<file path="config.mk">
export PLATFORM = sky130hd
export DESIGN_NAME = tap_tempo_estimator_unit
export DESIGN_NICKNAME = d
export VERILOG_FILES = /design/src/rtl/core/tte_pkg.sv /design/src/rtl/core/tte_datapath.sv /design/src/rtl/core/tte_ctrl.sv /design/src/rtl/core/tap_tempo_estimator_unit.sv
export VERILOG_INCLUDE_DIRS = /design/src /design/src/rtl/core
export SDC_FILE = /design/constraint.sdc
export NUM_CORES = 1
export LEC_CHECK = 0
export BUFFER_PORTS_ARGS = -buffer_cell sky130_fd_sc_hd__buf_2
export CORE_ASPECT_RATIO = 0.75
export CORE_MARGIN = 3
export CORE_UTILIZATION = 62
export CTS_BUF_LIST = sky130_fd_sc_hd__clkbuf_16
export CTS_CLUSTER_SIZE = 14
export DETAILED_ROUTE_END_ITERATION = 6
export PLACE_DENSITY = 0.87
export RECOVER_POWER = 25
export SLEW_MARGIN = 0
export SYNTH_ARGS = -nofsm -noshare
export SYNTH_HDL_FRONTEND = slang
export SYNTH_SLANG_ARGS = --single-unit
export TNS_END_PERCENT = 1
</file>
<file path="constraint.sdc">
create_clock -name clk -period 6.32 [get_ports clk]
set_input_delay 0.632 -clock clk [delete_from_list [all_inputs] [get_ports clk]]
set_output_delay 0.632 -clock clk [all_outputs]
set_load 0.01 [all_outputs]
</file>
<file path="src/rtl/core/tap_tempo_estimator_unit_assert.svh">
// Assertion macros shared by the tap tempo estimator modules.
`ifndef TAP_TEMPO_ESTIMATOR_UNIT_ASSERT_SVH
`define TAP_TEMPO_ESTIMATOR_UNIT_ASSERT_SVH

// Same-cycle implication, checked outside reset.
`define TTE_ASSERT_IMP(lbl, ante, cons, msg) \
  lbl: assert property (@(posedge clk) disable iff (!rst_n) (ante) |-> (cons)) else $error(msg);

// Next-cycle implication, checked outside reset.
`define TTE_ASSERT_NXT(lbl, ante, cons, msg) \
  lbl: assert property (@(posedge clk) disable iff (!rst_n) (ante) |=> (cons)) else $error(msg);

`endif

</file>
<file path="src/rtl/core/tte_pkg.sv">
// Shared types and constants of the tap tempo estimator.
package tte_pkg;

  localparam int MAX_TAPS_DEF = 8;

  localparam int TIME_W    = 32;
  localparam int TIMEOUT_W = 16;
  localparam int TEMPO_W   = 12;
  localparam int HELD_W    = 4;

  localparam logic [TIMEOUT_W-1:0] TIMEOUT_RST = 16'd2000;
  localparam logic [TEMPO_W-1:0]   TEMPO_MIN   = 12'd200;
  localparam logic [TEMPO_W-1:0]   TEMPO_MAX   = 12'd3000;

  // Tenths of a beat per minute expressed against a span in milliseconds.
  localparam int TENTHS_PER_MIN_MS = 600000;
  localparam int TPM_W             = 20;

  // Commands from the controller to the datapath.
  typedef struct packed {
    logic accept;     // latch the new tap time
    logic rd;         // read the oldest held tap
    logic drop;       // expire the oldest held tap
    logic store;      // write the new tap and prepare the numerator
    logic span_load;  // form the span and start the divider
    logic div_step;   // one restoring division step
    logic finish;     // load the result and trim the ring
  } cmd_t;

  // Status from the datapath to the controller.
  typedef struct packed {
    logic count_zero;
    logic expired;
    logic div_last;
    logic out_free;
  } sts_t;

endpackage

</file>
<file path="src/rtl/core/tte_datapath.sv">
// Datapath of the tap tempo estimator: tap ring, expiry compare, divider and result register.
module tte_datapath #(
  parameter int MAX_TAPS = tte_pkg::MAX_TAPS_DEF
) (
  input  logic                          clk,
  input  logic                          rst_n,
  input  logic [tte_pkg::TIME_W-1:0]    in_tap_time_ms,
  input  logic                          cfg_we,
  input  logic [tte_pkg::TIMEOUT_W-1:0] cfg_wdata,
  input  tte_pkg::cmd_t                 cmd,
  output tte_pkg::sts_t                 sts,
  output logic                          out_valid,
  input  logic                          out_ready,
  output logic                          out_tempo_valid,
  output logic [tte_pkg::TEMPO_W-1:0]   out_tempo_tenths_bpm,
  output logic [tte_pkg::HELD_W-1:0]    out_taps_held
);

  localparam int RING   = MAX_TAPS + 1;
  localparam int IDX_W  = $clog2(RING);
  localparam int CNT_W  = $clog2(MAX_TAPS + 2);
  localparam int NUM_W  = $clog2(tte_pkg::TENTHS_PER_MIN_MS * MAX_TAPS + 1);
  localparam int PROD_W = tte_pkg::TPM_W + CNT_W;
  localparam int DCNT_W = $clog2(NUM_W + 1);
  localparam int TW     = tte_pkg::TIME_W;

  logic [TW-1:0]    tap_mem [RING];
  logic [TW-1:0]    rd_data_r;
  logic [TW-1:0]    now_r;
  logic [IDX_W-1:0] oldest_r;
  logic [CNT_W-1:0] count_r;
  logic [tte_pkg::TIMEOUT_W-1:0] timeout_r;

  logic [NUM_W-1:0]  num_r;
  logic [TW-1:0]     span_r;
  logic [TW-1:0]     rem_r;
  logic [NUM_W-1:0]  quo_r;
  logic [DCNT_W-1:0] dcnt_r;

  logic                        out_valid_r;
  logic                        out_tv_r;
  logic [tte_pkg::TEMPO_W-1:0] out_tempo_r;
  logic [tte_pkg::HELD_W-1:0]  out_held_r;

  // Ring addressing: successor of the oldest slot and the slot after the newest.
  logic [IDX_W-1:0] oldest_inc;
  logic [IDX_W:0]   wr_sum;
  logic [IDX_W-1:0] wr_addr;
  logic             over_max;
  logic             drop_now;

  always_comb begin
    oldest_inc = (oldest_r == IDX_W'(RING - 1)) ? '0 : oldest_r + 1'b1;
    wr_sum     = {1'b0, oldest_r} + (IDX_W + 1)'(count_r);
    if (wr_sum >= (IDX_W + 1)'(RING)) begin
      wr_addr = IDX_W'(wr_sum - (IDX_W + 1)'(RING));
    end else begin
      wr_addr = wr_sum[IDX_W-1:0];
    end
    over_max = count_r > CNT_W'(MAX_TAPS);
    drop_now = cmd.drop || (cmd.finish && over_max);
  end

  // Numerator 600000 * (taps - 1); count_r still holds taps - 1 when the new tap is stored.
  logic [PROD_W-1:0] prod;
  assign prod = PROD_W'(tte_pkg::TENTHS_PER_MIN_MS) * PROD_W'(count_r);

  // Restoring division step, one quotient bit a cycle.
  logic [TW:0]      rem_sh;
  logic             rem_ge;
  logic [TW-1:0]    rem_nxt;
  logic [NUM_W-1:0] quo_nxt;

  always_comb begin
    rem_sh  = {rem_r, quo_r[NUM_W-1]};
    rem_ge  = rem_sh >= {1'b0, span_r};
    rem_nxt = rem_ge ? TW'(rem_sh - {1'b0, span_r}) : TW'(rem_sh);
    quo_nxt = {quo_r[NUM_W-2:0], rem_ge};
  end

  // Result fields. A zero span yields an all-ones quotient, which clamps to the maximum.
  logic                        tv_nxt;
  logic [tte_pkg::TEMPO_W-1:0] tempo_nxt;
  logic [CNT_W+tte_pkg::HELD_W-1:0] held_ext;

  always_comb begin
    tv_nxt = count_r >= CNT_W'(2);
    if (!tv_nxt) begin
      tempo_nxt = '0;
    end else if (quo_r > NUM_W'(tte_pkg::TEMPO_MAX)) begin
      tempo_nxt = tte_pkg::TEMPO_MAX;
    end else if (quo_r < NUM_W'(tte_pkg::TEMPO_MIN)) begin
      tempo_nxt = tte_pkg::TEMPO_MIN;
    end else begin
      tempo_nxt = quo_r[tte_pkg::TEMPO_W-1:0];
    end
    held_ext = (CNT_W + tte_pkg::HELD_W)'(count_r);
  end

  // Tap memory: one write port, one registered read port at the oldest slot.
  always_ff @(posedge clk) begin
    if (cmd.store) begin
      tap_mem[wr_addr] <= now_r;
    end
    if (cmd.rd) begin
      rd_data_r <= tap_mem[oldest_r];
    end
  end

  // Ring control state and configuration.
  always_ff @(posedge clk) begin
    if (!rst_n) begin
      oldest_r  <= '0;
      count_r   <= '0;
      timeout_r <= tte_pkg::TIMEOUT_RST;
    end else begin
      if (cfg_we) begin
        timeout_r <= cfg_wdata;
      end
      if (drop_now) begin
        oldest_r <= oldest_inc;
        count_r  <= count_r - 1'b1;
      end else if (cmd.store) begin
        count_r <= count_r + 1'b1;
      end
    end
  end

  // Tap time, numerator and divider registers.
  always_ff @(posedge clk) begin
    if (cmd.accept) begin
      now_r <= in_tap_time_ms;
    end
    if (cmd.store) begin
      num_r <= prod[NUM_W-1:0];
    end
    if (cmd.span_load) begin
      span_r <= now_r - rd_data_r;
      rem_r  <= '0;
      quo_r  <= num_r;
      dcnt_r <= DCNT_W'(NUM_W);
    end else if (cmd.div_step) begin
      rem_r  <= rem_nxt;
      quo_r  <= quo_nxt;
      dcnt_r <= dcnt_r - 1'b1;
    end
  end

  // Output register: holds one result until it is taken.
  always_ff @(posedge clk) begin
    if (!rst_n) begin
      out_valid_r <= 1'b0;
    end else if (cmd.finish) begin
      out_valid_r <= 1'b1;
    end else if (out_ready) begin
      out_valid_r <= 1'b0;
    end
  end

  always_ff @(posedge clk) begin
    if (cmd.finish) begin
      out_tv_r    <= tv_nxt;
      out_tempo_r <= tempo_nxt;
      out_held_r  <= held_ext[tte_pkg::HELD_W-1:0];
    end
  end

  // Status towards the controller.
  always_comb begin
    sts.count_zero = count_r == '0;
    sts.expired    = (now_r - rd_data_r) > TW'(timeout_r);
    sts.div_last   = dcnt_r == DCNT_W'(1);
    sts.out_free   = !out_valid_r || out_ready;
  end

  assign out_valid            = out_valid_r;
  assign out_tempo_valid      = out_tv_r;
  assign out_tempo_tenths_bpm = out_tempo_r;
  assign out_taps_held        = out_held_r;

`include "tap_tempo_estimator_unit_assert.svh"

  // The ring never holds more than one tap beyond the limit, and is trimmed on finish.
  `TTE_ASSERT_IMP(a_count_bound, 1'b1, count_r <= CNT_W'(MAX_TAPS + 1), "tap count overflow")
  `TTE_ASSERT_NXT(a_trim_after_finish, cmd.finish, count_r <= CNT_W'(MAX_TAPS), "ring not trimmed")
  `TTE_ASSERT_IMP(a_oldest_range, 1'b1, oldest_r <= IDX_W'(RING - 1), "oldest slot out of ring")
  `TTE_ASSERT_IMP(a_tempo_range, out_valid_r && out_tv_r, (out_tempo_r >= tte_pkg::TEMPO_MIN) && (out_tempo_r <= tte_pkg::TEMPO_MAX), "tempo out of range")

endmodule

</file>
<file path="src/rtl/core/tte_ctrl.sv">
// Controller state machine of the tap tempo estimator.
module tte_ctrl (
  input  logic          clk,
  input  logic          rst_n,
  input  logic          in_valid,
  output logic          in_ready,
  input  tte_pkg::sts_t sts,
  output tte_pkg::cmd_t cmd
);

  typedef enum logic [2:0] {
    ST_IDLE,
    ST_EXP_RD,
    ST_EXP_CHK,
    ST_STORE,
    ST_SPAN,
    ST_DIV,
    ST_FINISH
  } state_t;

  state_t state_r, state_nxt;
  logic   in_ready_r;

  // Next state and datapath commands.
  always_comb begin
    state_nxt = state_r;
    cmd       = '0;
    unique case (state_r)
      ST_IDLE: begin
        if (in_valid && in_ready_r) begin
          cmd.accept = 1'b1;
          state_nxt  = ST_EXP_RD;
        end
      end
      ST_EXP_RD: begin
        if (sts.count_zero) begin
          state_nxt = ST_STORE;
        end else begin
          cmd.rd    = 1'b1;
          state_nxt = ST_EXP_CHK;
        end
      end
      ST_EXP_CHK: begin
        if (sts.expired) begin
          cmd.drop  = 1'b1;
          state_nxt = ST_EXP_RD;
        end else begin
          state_nxt = ST_STORE;
        end
      end
      ST_STORE: begin
        // Store the new tap and fetch the oldest for the span in the same cycle.
        cmd.store = 1'b1;
        cmd.rd    = 1'b1;
        state_nxt = sts.count_zero ? ST_FINISH : ST_SPAN;
      end
      ST_SPAN: begin
        cmd.span_load = 1'b1;
        state_nxt     = ST_DIV;
      end
      ST_DIV: begin
        cmd.div_step = 1'b1;
        if (sts.div_last) begin
          state_nxt = ST_FINISH;
        end
      end
      ST_FINISH: begin
        if (sts.out_free) begin
          cmd.finish = 1'b1;
          state_nxt  = ST_IDLE;
        end
      end
      default: begin
        state_nxt = ST_IDLE;
      end
    endcase
  end

  // State and registered ready.
  always_ff @(posedge clk) begin
    if (!rst_n) begin
      state_r    <= ST_IDLE;
      in_ready_r <= 1'b1;
    end else begin
      state_r    <= state_nxt;
      in_ready_r <= state_nxt == ST_IDLE;
    end
  end

  assign in_ready = in_ready_r;

`include "tap_tempo_estimator_unit_assert.svh"

  // Ready is only offered while idle; commands other than rd never overlap.
  `TTE_ASSERT_IMP(a_ready_idle, in_ready_r, state_r == ST_IDLE, "ready outside idle")
  `TTE_ASSERT_IMP(a_cmd_exclusive, 1'b1, $onehot0({cmd.accept, cmd.drop, cmd.store, cmd.span_load, cmd.div_step, cmd.finish}), "overlapping commands")

endmodule

</file>
<file path="src/rtl/core/tap_tempo_estimator_unit.sv">
// Tap tempo estimator top level: tempo in tenths of BPM from a ring of recent tap times.
// One request at a time: an accept step, a read and a compare for each held tap checked for
// expiry (a step with no read if the ring runs empty), the store, then the span load and the
// divider steps when a tap is already held, and the result load once the output is free.
// A finished result waits in the output register while the next tap is taken in.
// Synchronous active-low reset empties the ring and restores the 2000 ms timeout.
module tap_tempo_estimator_unit #(
  parameter int MAX_TAPS = tte_pkg::MAX_TAPS_DEF
) (
  input  logic                          clk,
  input  logic                          rst_n,
  input  logic                          in_valid,
  output logic                          in_ready,
  input  logic [tte_pkg::TIME_W-1:0]    in_tap_time_ms,
  output logic                          out_valid,
  input  logic                          out_ready,
  output logic                          out_tempo_valid,
  output logic [tte_pkg::TEMPO_W-1:0]   out_tempo_tenths_bpm,
  output logic [tte_pkg::HELD_W-1:0]    out_taps_held,
  input  logic                          cfg_we,
  input  logic [tte_pkg::TIMEOUT_W-1:0] cfg_wdata
);

  tte_pkg::cmd_t cmd;
  tte_pkg::sts_t sts;

  // Sequencer.
  tte_ctrl u_ctrl (
    .clk      (clk),
    .rst_n    (rst_n),
    .in_valid (in_valid),
    .in_ready (in_ready),
    .sts      (sts),
    .cmd      (cmd)
  );

  // Ring, divider and result register.
  tte_datapath #(
    .MAX_TAPS (MAX_TAPS)
  ) u_datapath (
    .clk                  (clk),
    .rst_n                (rst_n),
    .in_tap_time_ms       (in_tap_time_ms),
    .cfg_we               (cfg_we),
    .cfg_wdata            (cfg_wdata),
    .cmd                  (cmd),
    .sts                  (sts),
    .out_valid            (out_valid),
    .out_ready            (out_ready),
    .out_tempo_valid      (out_tempo_valid),
    .out_tempo_tenths_bpm (out_tempo_tenths_bpm),
    .out_taps_held        (out_taps_held)
  );

endmodule

</file>
==> summary.txt, run 1 <==
Clocking
  – Num CTS Buffers: 47
  – CTS H-tree lvls: 2
  – Clock buffer depth: 3
  – CTS tree: yes
  – Clock transition at the registers of the reported paths: 0.06 ns
  – Worst-skew pair later-pin latency: slightly below 0.6 ns
  – Hold_buf cts: 0
  – Sink Count: slightly above 500
  – Root Buffer: clkbuf_16

Cells and area
  – Layout area overhead: 10.6%
  – Final non-filler cell area: 26600 um^2
  – Nets: 2090
  – Share of cells above drive strength 1: 0.140
  – Most frequent cells in the layout: edfxtp_1 (441), nand2_1 (154), inv_1 (135)
  – Most common cell after layout, fill and taps aside: edfxtp_1

Die
  – Die height: 177 um
  – Num rows: 61
  – Core area: 37700 um^2
  – Initial Utilization: 0.639
  – Chip Width: about 230 um
  – Die area: approximately 41000 um^2
  – Ports: 72

Logic synthesis
  – EDFF count, synth: 441
  – Syn_nets: 2014
  – Post-synthesis cell type count: 79
  – Post-synth top flop: edfxtp_1
  – Syn_area_per_cell: 13.1 um^2
  – FFs w/ async S/R, synth: 0
  – Yosys warning total: 0
  – Seq/Total Area, Yosys: 0.605
  – Synth Register Bits: 507
  – Cell Area, Synth: between 20000 and 25000 um^2
  – Area leader, netlist: edfxtp_1
  – Ranking of synthesized cells by area: edfxtp_1 (55%), mux4_2 (6.0%), ha_1 (5.8%), dfxtp_1 (5.5%), a21oi_1 (2.5%)
  – Post-synth top area share: 0.550
  – Syn Inst Count: roughly 1800

GRT
  – First-pass GRT wire length: 83.8 mm
  – Initial antenna violation count: 1
  – Tot GR Track Use: 0.264
  – Vias in the first global route: 15200
  – Congestion Overflow GR: 0
  – Largest net degree at the start of global routing: 69

Drt
  – DR DRC count: 0
  – Via density: 6.32
  – Detailed Routing Iterations Pass 1: 7
  – Drt wl/cell: 22.2 um
  – Initial DRC count: 1841
  – Antenna-violating nets left: 0
  – Total length of routed wires: between 50 and 60 mm
  – Vias: 15500

Run
  – Max Cap Violations: 0

Setup path
  – Critical Path Start Type: flip-flop
  – Crit path DAT: around 6.4 ns
  – Critical path type: reg -> reg
  – Setup crit end kind: flip-flop
  – Worst Path Required: 6.83 ns
  – Critical Path Fanout Max: 6

Timing
  – Worst hold slack: 0.234 ns
  – Setup violators final: 0
  – Fin crit share: 0.935
  – Relative slew slack: 0.197
  – Fmax: 169 MHz
  – Tmin final: 5.91 ns
  – Max-slew violation count: 0
  – Worst Skew: 0.0220 ns
  – Hold Vio Cnt, Final: 0
  – Worst Tran Pin Value: 1.20 ns

Placement
  – IO buf count: a little over 70
  – Final HPWL DP: 34.3 mm
  – GPL Wtd Cong: 0.940
  – Placed cell areas: roughly 25000 um^2

Pwr
  – Worst VDD drop: 0.277 mV
  – Power density over the cells: approximately 420 nW/um^2
  – Leak: 0.00986 uW

Run status
  – Status: completed

Min path
  – Hold Path Class: in -> reg
cell type report:
class	instances	area, um^2
Multi-Input combinational cell	1134	8860
Fill cell	2417	11100
Clock buffer	47	1180
Clock inverter	35	373
Tap cell	504	631
Timing Repair Buffer	99	553
Antenna cell	1	2.50
Sequential cell	507	14600
Inverter	126	473
per-stage QoR:
step,setup TNS (ns),setup WS [ns],instances,total power (uW),utilization
after floorplan,0,0.755,1839,7150,-
after global placement,0,0.274,2362,7970,0.663
after detailed placement,0,0.0135,2362,8160,0.663
after CTS,0,0.112,2445,11100,0.705
after global routing,-0.00506,-0.00506,2453,11700,0.706
final,0,0.409,2453,11100,0.706
final timing paths:
path / startpoint / end / slack (ns) / cells after the start
min: in_tap_time_ms[2] / u_datapath.now_r[2] / 0.23 / 1
min reg2reg: u_datapath.dcnt_r[4] / u_datapath.dcnt_r[4] / 0.47 / 2
max: u_datapath.now_r[1] / u_datapath.count_r[3] / 0.41 / 25
max reg2reg: u_datapath.now_r[1] / u_datapath.count_r[3] / 0.41 / 25
where the power goes:
part	internal (uW)	switching, uW
clock network	1680	1210
registers	4270	376
logic	1420	2180
total	7370	3760
critical path: stages, from the launching register on:
cell,delay (ns)
edfxtp_1,0.50
buf_4,0.19
ha_1,0.29
nor2b_1,0.16
o31a_1,0.31
o21ai_1,0.30
o21ai_2,0.17
nand3_1,0.12
nand2_1,0.08
xor2_1,0.18
ha_1,0.32
nand4_1,0.11
or4_1,0.45
nor3_2,0.19
o21ai_0,0.09
mux2i_1,0.15
nand4bb_1,0.12
or4_4,0.60
a21oi_4,0.22
inv_1,0.12
ha_1,0.29
a21o_1,0.19
a21oi_2,0.18
o21ai_0,0.09
a31oi_1,0.21
mux2i_1,0.20
Yosys cell counts (all sizes together), types with 19 or more instances:
cell type / n
edfxtp: 441
nand2: 154
inv: 126
a21oi: 124
ha: 112
o21ai: 108
nor2: 105
dfxtp: 66
mux4: 64
mux2i: 59
clkbuf: 53
a21o: 31
nor3: 31
nand3: 30
xnor2: 29
xor2: 29
nor2b: 22
buf: 19
mux2: 19
sequential cells by signal (all words and copies together) (netlist names):
signal / count
u_datapath.oldest_r: 4
u_datapath.dcnt_r: 5
u_datapath.tap_mem: 288
u_datapath.count_r: 4
u_datapath.out_tempo_tenths_bpm: 12
u_datapath.rem_r: 32
u_datapath.now_r: 32
u_datapath.out_valid: 1
u_datapath.out_taps_held: 4
u_datapath.out_tempo_valid: 1
u_datapath.num_r: 17
u_ctrl.in_ready: 1
u_datapath.timeout_r: 16
u_datapath.rd_data_r: 32
u_datapath.quo_r: 23
u_ctrl.state_r: 3
u_datapath.span_r: 32
kinds of logic (layout without fill, tap and decap cells):
logic type / count (synthesis) / count (layout) / synth area share
xor+xnor: 58 / 58 / 0.0211
other cells: 0 / 1 / 0
fa+ha+maj: 122 / 122 / 0.0665
simple gates: 436 / 436 / 0.0851
buf+inv: 198 / 307 / 0.0316
compound gates: 376 / 376 / 0.0973
mux: 142 / 142 / 0.0934
flops: 507 / 507 / 0.605
routing by layer:
metal	part of all wire	vias to the layer above	routed length [um]	GRT usage
li1	-	7015	-	-
met1	0.42	7597	22600	0.377
met2	0.47	773	25300	0.416
met3	0.093	111	5070	0.0555
met4	0.025	0	1330	0.0772
met5	0	-	0	0
repair_timing:
item	in CTS	in global routing
gates resized for setup	0	6
setup endpoints to repair	1	1
cloned	0	0
buffers inserted	1	7
pin swaps	0	2
Power figures use the tool's default switching activity.
==> inputs of run 2 (changes only) <==
- ABC_CLOCK_PERIOD_IN_PS: default -> 6320
- CAP_MARGIN: default -> 20
- PLACE_DENSITY: 0.87 -> 0.79
==> summary.txt, run 2 (synthesis gave the netlist of run 1 again) <==
GRT
  – Vias in the first global route: 15100 (-0.59%)
  – Congestion Overflow GR: 0 (unchanged)
  – First-pass GRT wire length: 85.2 mm (+1.7%)
  – Largest net degree at the start of global routing: 70 (+1.4%)
  – Initial antenna violation count: 0 (-1)
  – Tot GR Track Use: 0.268 (+0.00370)

Die
  – Die area: 41300 um^2 (unchanged)
  – Chip Width: 234 um (unchanged)
  – Ports: 72 (unchanged)
  – Initial Utilization: 0.639 (unchanged)
  – Die height: 177 um (unchanged)
  – Num rows: 61 (unchanged)
  – Core area: 37700 um^2 (unchanged)

Timing
  – Tmin final: 5.99 ns (+0.0748 ns)
  – Fmax: 167 MHz (-1.2%)
  – Worst hold slack: 0.231 ns (-0.00319 ns)
  – Setup violators final: 0 (unchanged)
  – Worst Tran Pin Value: 1.24 ns (+0.0344 ns)
  – Worst Skew: 0.0237 ns (+0.00170 ns)
  – Hold Vio Cnt, Final: 0 (unchanged)
  – Max-slew violation count: 0 (unchanged)
  – Fin crit share: 0.947 (+0.0118)
  – Relative slew slack: 0.174 (-0.0229)

Clocking
  – Root Buffer: clkbuf_16
  – Clock buffer depth: 3 (unchanged)
  – Worst-skew pair later-pin latency: 0.57 ns (about the same)
  – Clock transition at the registers of the reported paths: 0.07 ns (about the same)
  – Sink Count: 507 (unchanged)
  – Num CTS Buffers: 47 (unchanged)
  – Hold_buf cts: 0 (unchanged)
  – CTS tree: yes
  – CTS H-tree lvls: 2 (unchanged)

Setup path
  – Setup crit end kind: flip-flop
  – Worst Path Required: 6.80 ns (-0.03 ns)
  – Critical Path Fanout Max: 6 (unchanged)
  – Critical path type: reg -> reg
  – Critical Path Start Type: flip-flop
  – Crit path DAT: 6.47 ns (+0.05 ns)

Drt
  – Via density: 6.24 (-1.3%)
  – Drt wl/cell: 22.1 um (-0.30%)
  – Antenna-violating nets left: 0 (unchanged)
  – Initial DRC count: 1653 (-10%)
  – DR DRC count: 0 (unchanged)
  – Detailed Routing Iterations Pass 1: 6 (-1)
  – Total length of routed wires: 54.3 mm (-0.22%)
  – Vias: 15300 (-1.2%)

Cells and area
  – Nets: 2089 (-0.048%)
  – # diodes: 0 (-1)
  – Max FFs per register: 288 (unchanged)
  – Share of cells above drive strength 1: 0.140 (+0.000298)
  – Most common cell after layout, fill and taps aside: edfxtp_1
  – Final non-filler cell area: 26500 um^2 (-0.39%)
  – Largest Register: u_datapath.tap_mem
  – Layout area overhead: 10.2%
  – Final Util: 0.704 (-0.00272)
  – Most frequent cells in the layout: edfxtp_1 (441), nand2_1 (154), inv_1 (142)

Placement
  – Placed cell areas: 25000 um^2 (about the same)
  – IO buf count: 71 (unchanged)
  – GPL Wtd Cong: 0.895 (-4.8%)
  – Final HPWL DP: 34.3 mm (about the same)

Pwr
  – Leak: 0.00984 uW (-0.20%)
  – Worst VDD drop: 0.297 mV (+7.5%)
  – Power density over the cells: 412 nW/um^2 (-1.5%)

Run
  – Max Cap Violations: 0 (unchanged)

Run status
  – Status: completed

Min path
  – Hold Path Class: in -> reg
## run 2: changes by cell type in the layout (fill, tap and decap cells not counted), moves of 2 or more
| cell | delta |
|---|---|
| clkinv_1 | -3 |
| clkinv_2 | +5 |
| a21oi_2 | +2 |
| inv_1 | +7 |
| bufinv_16 | -5 |
## run 2: routing by layer
metal / vias up / global-route usage / part of all wire
met5: - / 0 / 0
met4: 0 / 0.0734 / 0.024
met3: 98 / 0.0492 / 0.082
met2: 641 / 0.419 / 0.47
met1: 7559 / 0.393 / 0.43
li1: 7011 / - / -
## run 2: worst max-delay path, cell delays in order (launching register included)
cell and delay [ns]:
edfxtp_1 0.47, inv_1 0.08, ha_1 0.23, fa_1 0.40
nand2b_1 0.19, a21oi_2 0.23, o211a_4 0.23, o21ai_0 0.11
nor2b_1 0.18, xnor2_1 0.17, ha_1 0.33, nand4_1 0.13
or4_1 0.46, nor3_2 0.19, o21ai_0 0.09, mux2i_1 0.15
nand4bb_1 0.13, or4_4 0.59, a21oi_2 0.19, inv_1 0.10
ha_1 0.28, a21o_1 0.20, a21oi_2 0.20, o21ai_0 0.10
a31oi_1 0.22, mux2i_1 0.22
## run 2: where the power goes
group / internal, uW / switching [uW] / total, uW / leakage [uW]
Clock: 1500 / 1220 / 2720 / 0.000772
Combinational: 1420 / 2150 / 3570 / 0.00455
Sequential: 4270 / 363 / 4630 / 0.00452
## run 2: layout make-up
class / count / area, um^2
clock buffers: 48 / 1200
clock inverters: 38 / 251
fillers: 2536 / 11200
inverters: 126 / 473
multi-input cells: 1134 / 8860
flip-flops and latches: 507 / 14600
well taps: 504 / 631
repair buffers: 98 / 549
## run 2: timing repair
action / 4_1_cts / 5_1_grt
buffers inserted: 0 / 6
gates resized for setup: 0 / 6
setup endpoints to repair: 0 / 2
## run 2: path summary, 6_finish.rpt
check	slack (ns)	start	to	depth (start not counted)
setup / recovery	0.33	u_datapath.now_r[0]	u_datapath.count_r[3]	25
setup reg to reg	0.33	u_datapath.now_r[0]	u_datapath.count_r[3]	25
hold / removal	0.23	in_tap_time_ms[15]	u_datapath.now_r[15]	1
hold reg to reg	0.48	u_datapath.dcnt_r[4]	u_datapath.dcnt_r[4]	2
## run 2: through the flow
stage               instances  total power [uW]  setup TNS, ns  setup slack (ns)
finish                   2455             10900              0             0.334
detailed placement       2363              8150              0             0.109
global route             2455             11500        -0.0581           -0.0581
global placement         2363              8000              0             0.458
floorplan                1839              7150              0             0.755
CTS                      2449             10900              0            0.0540
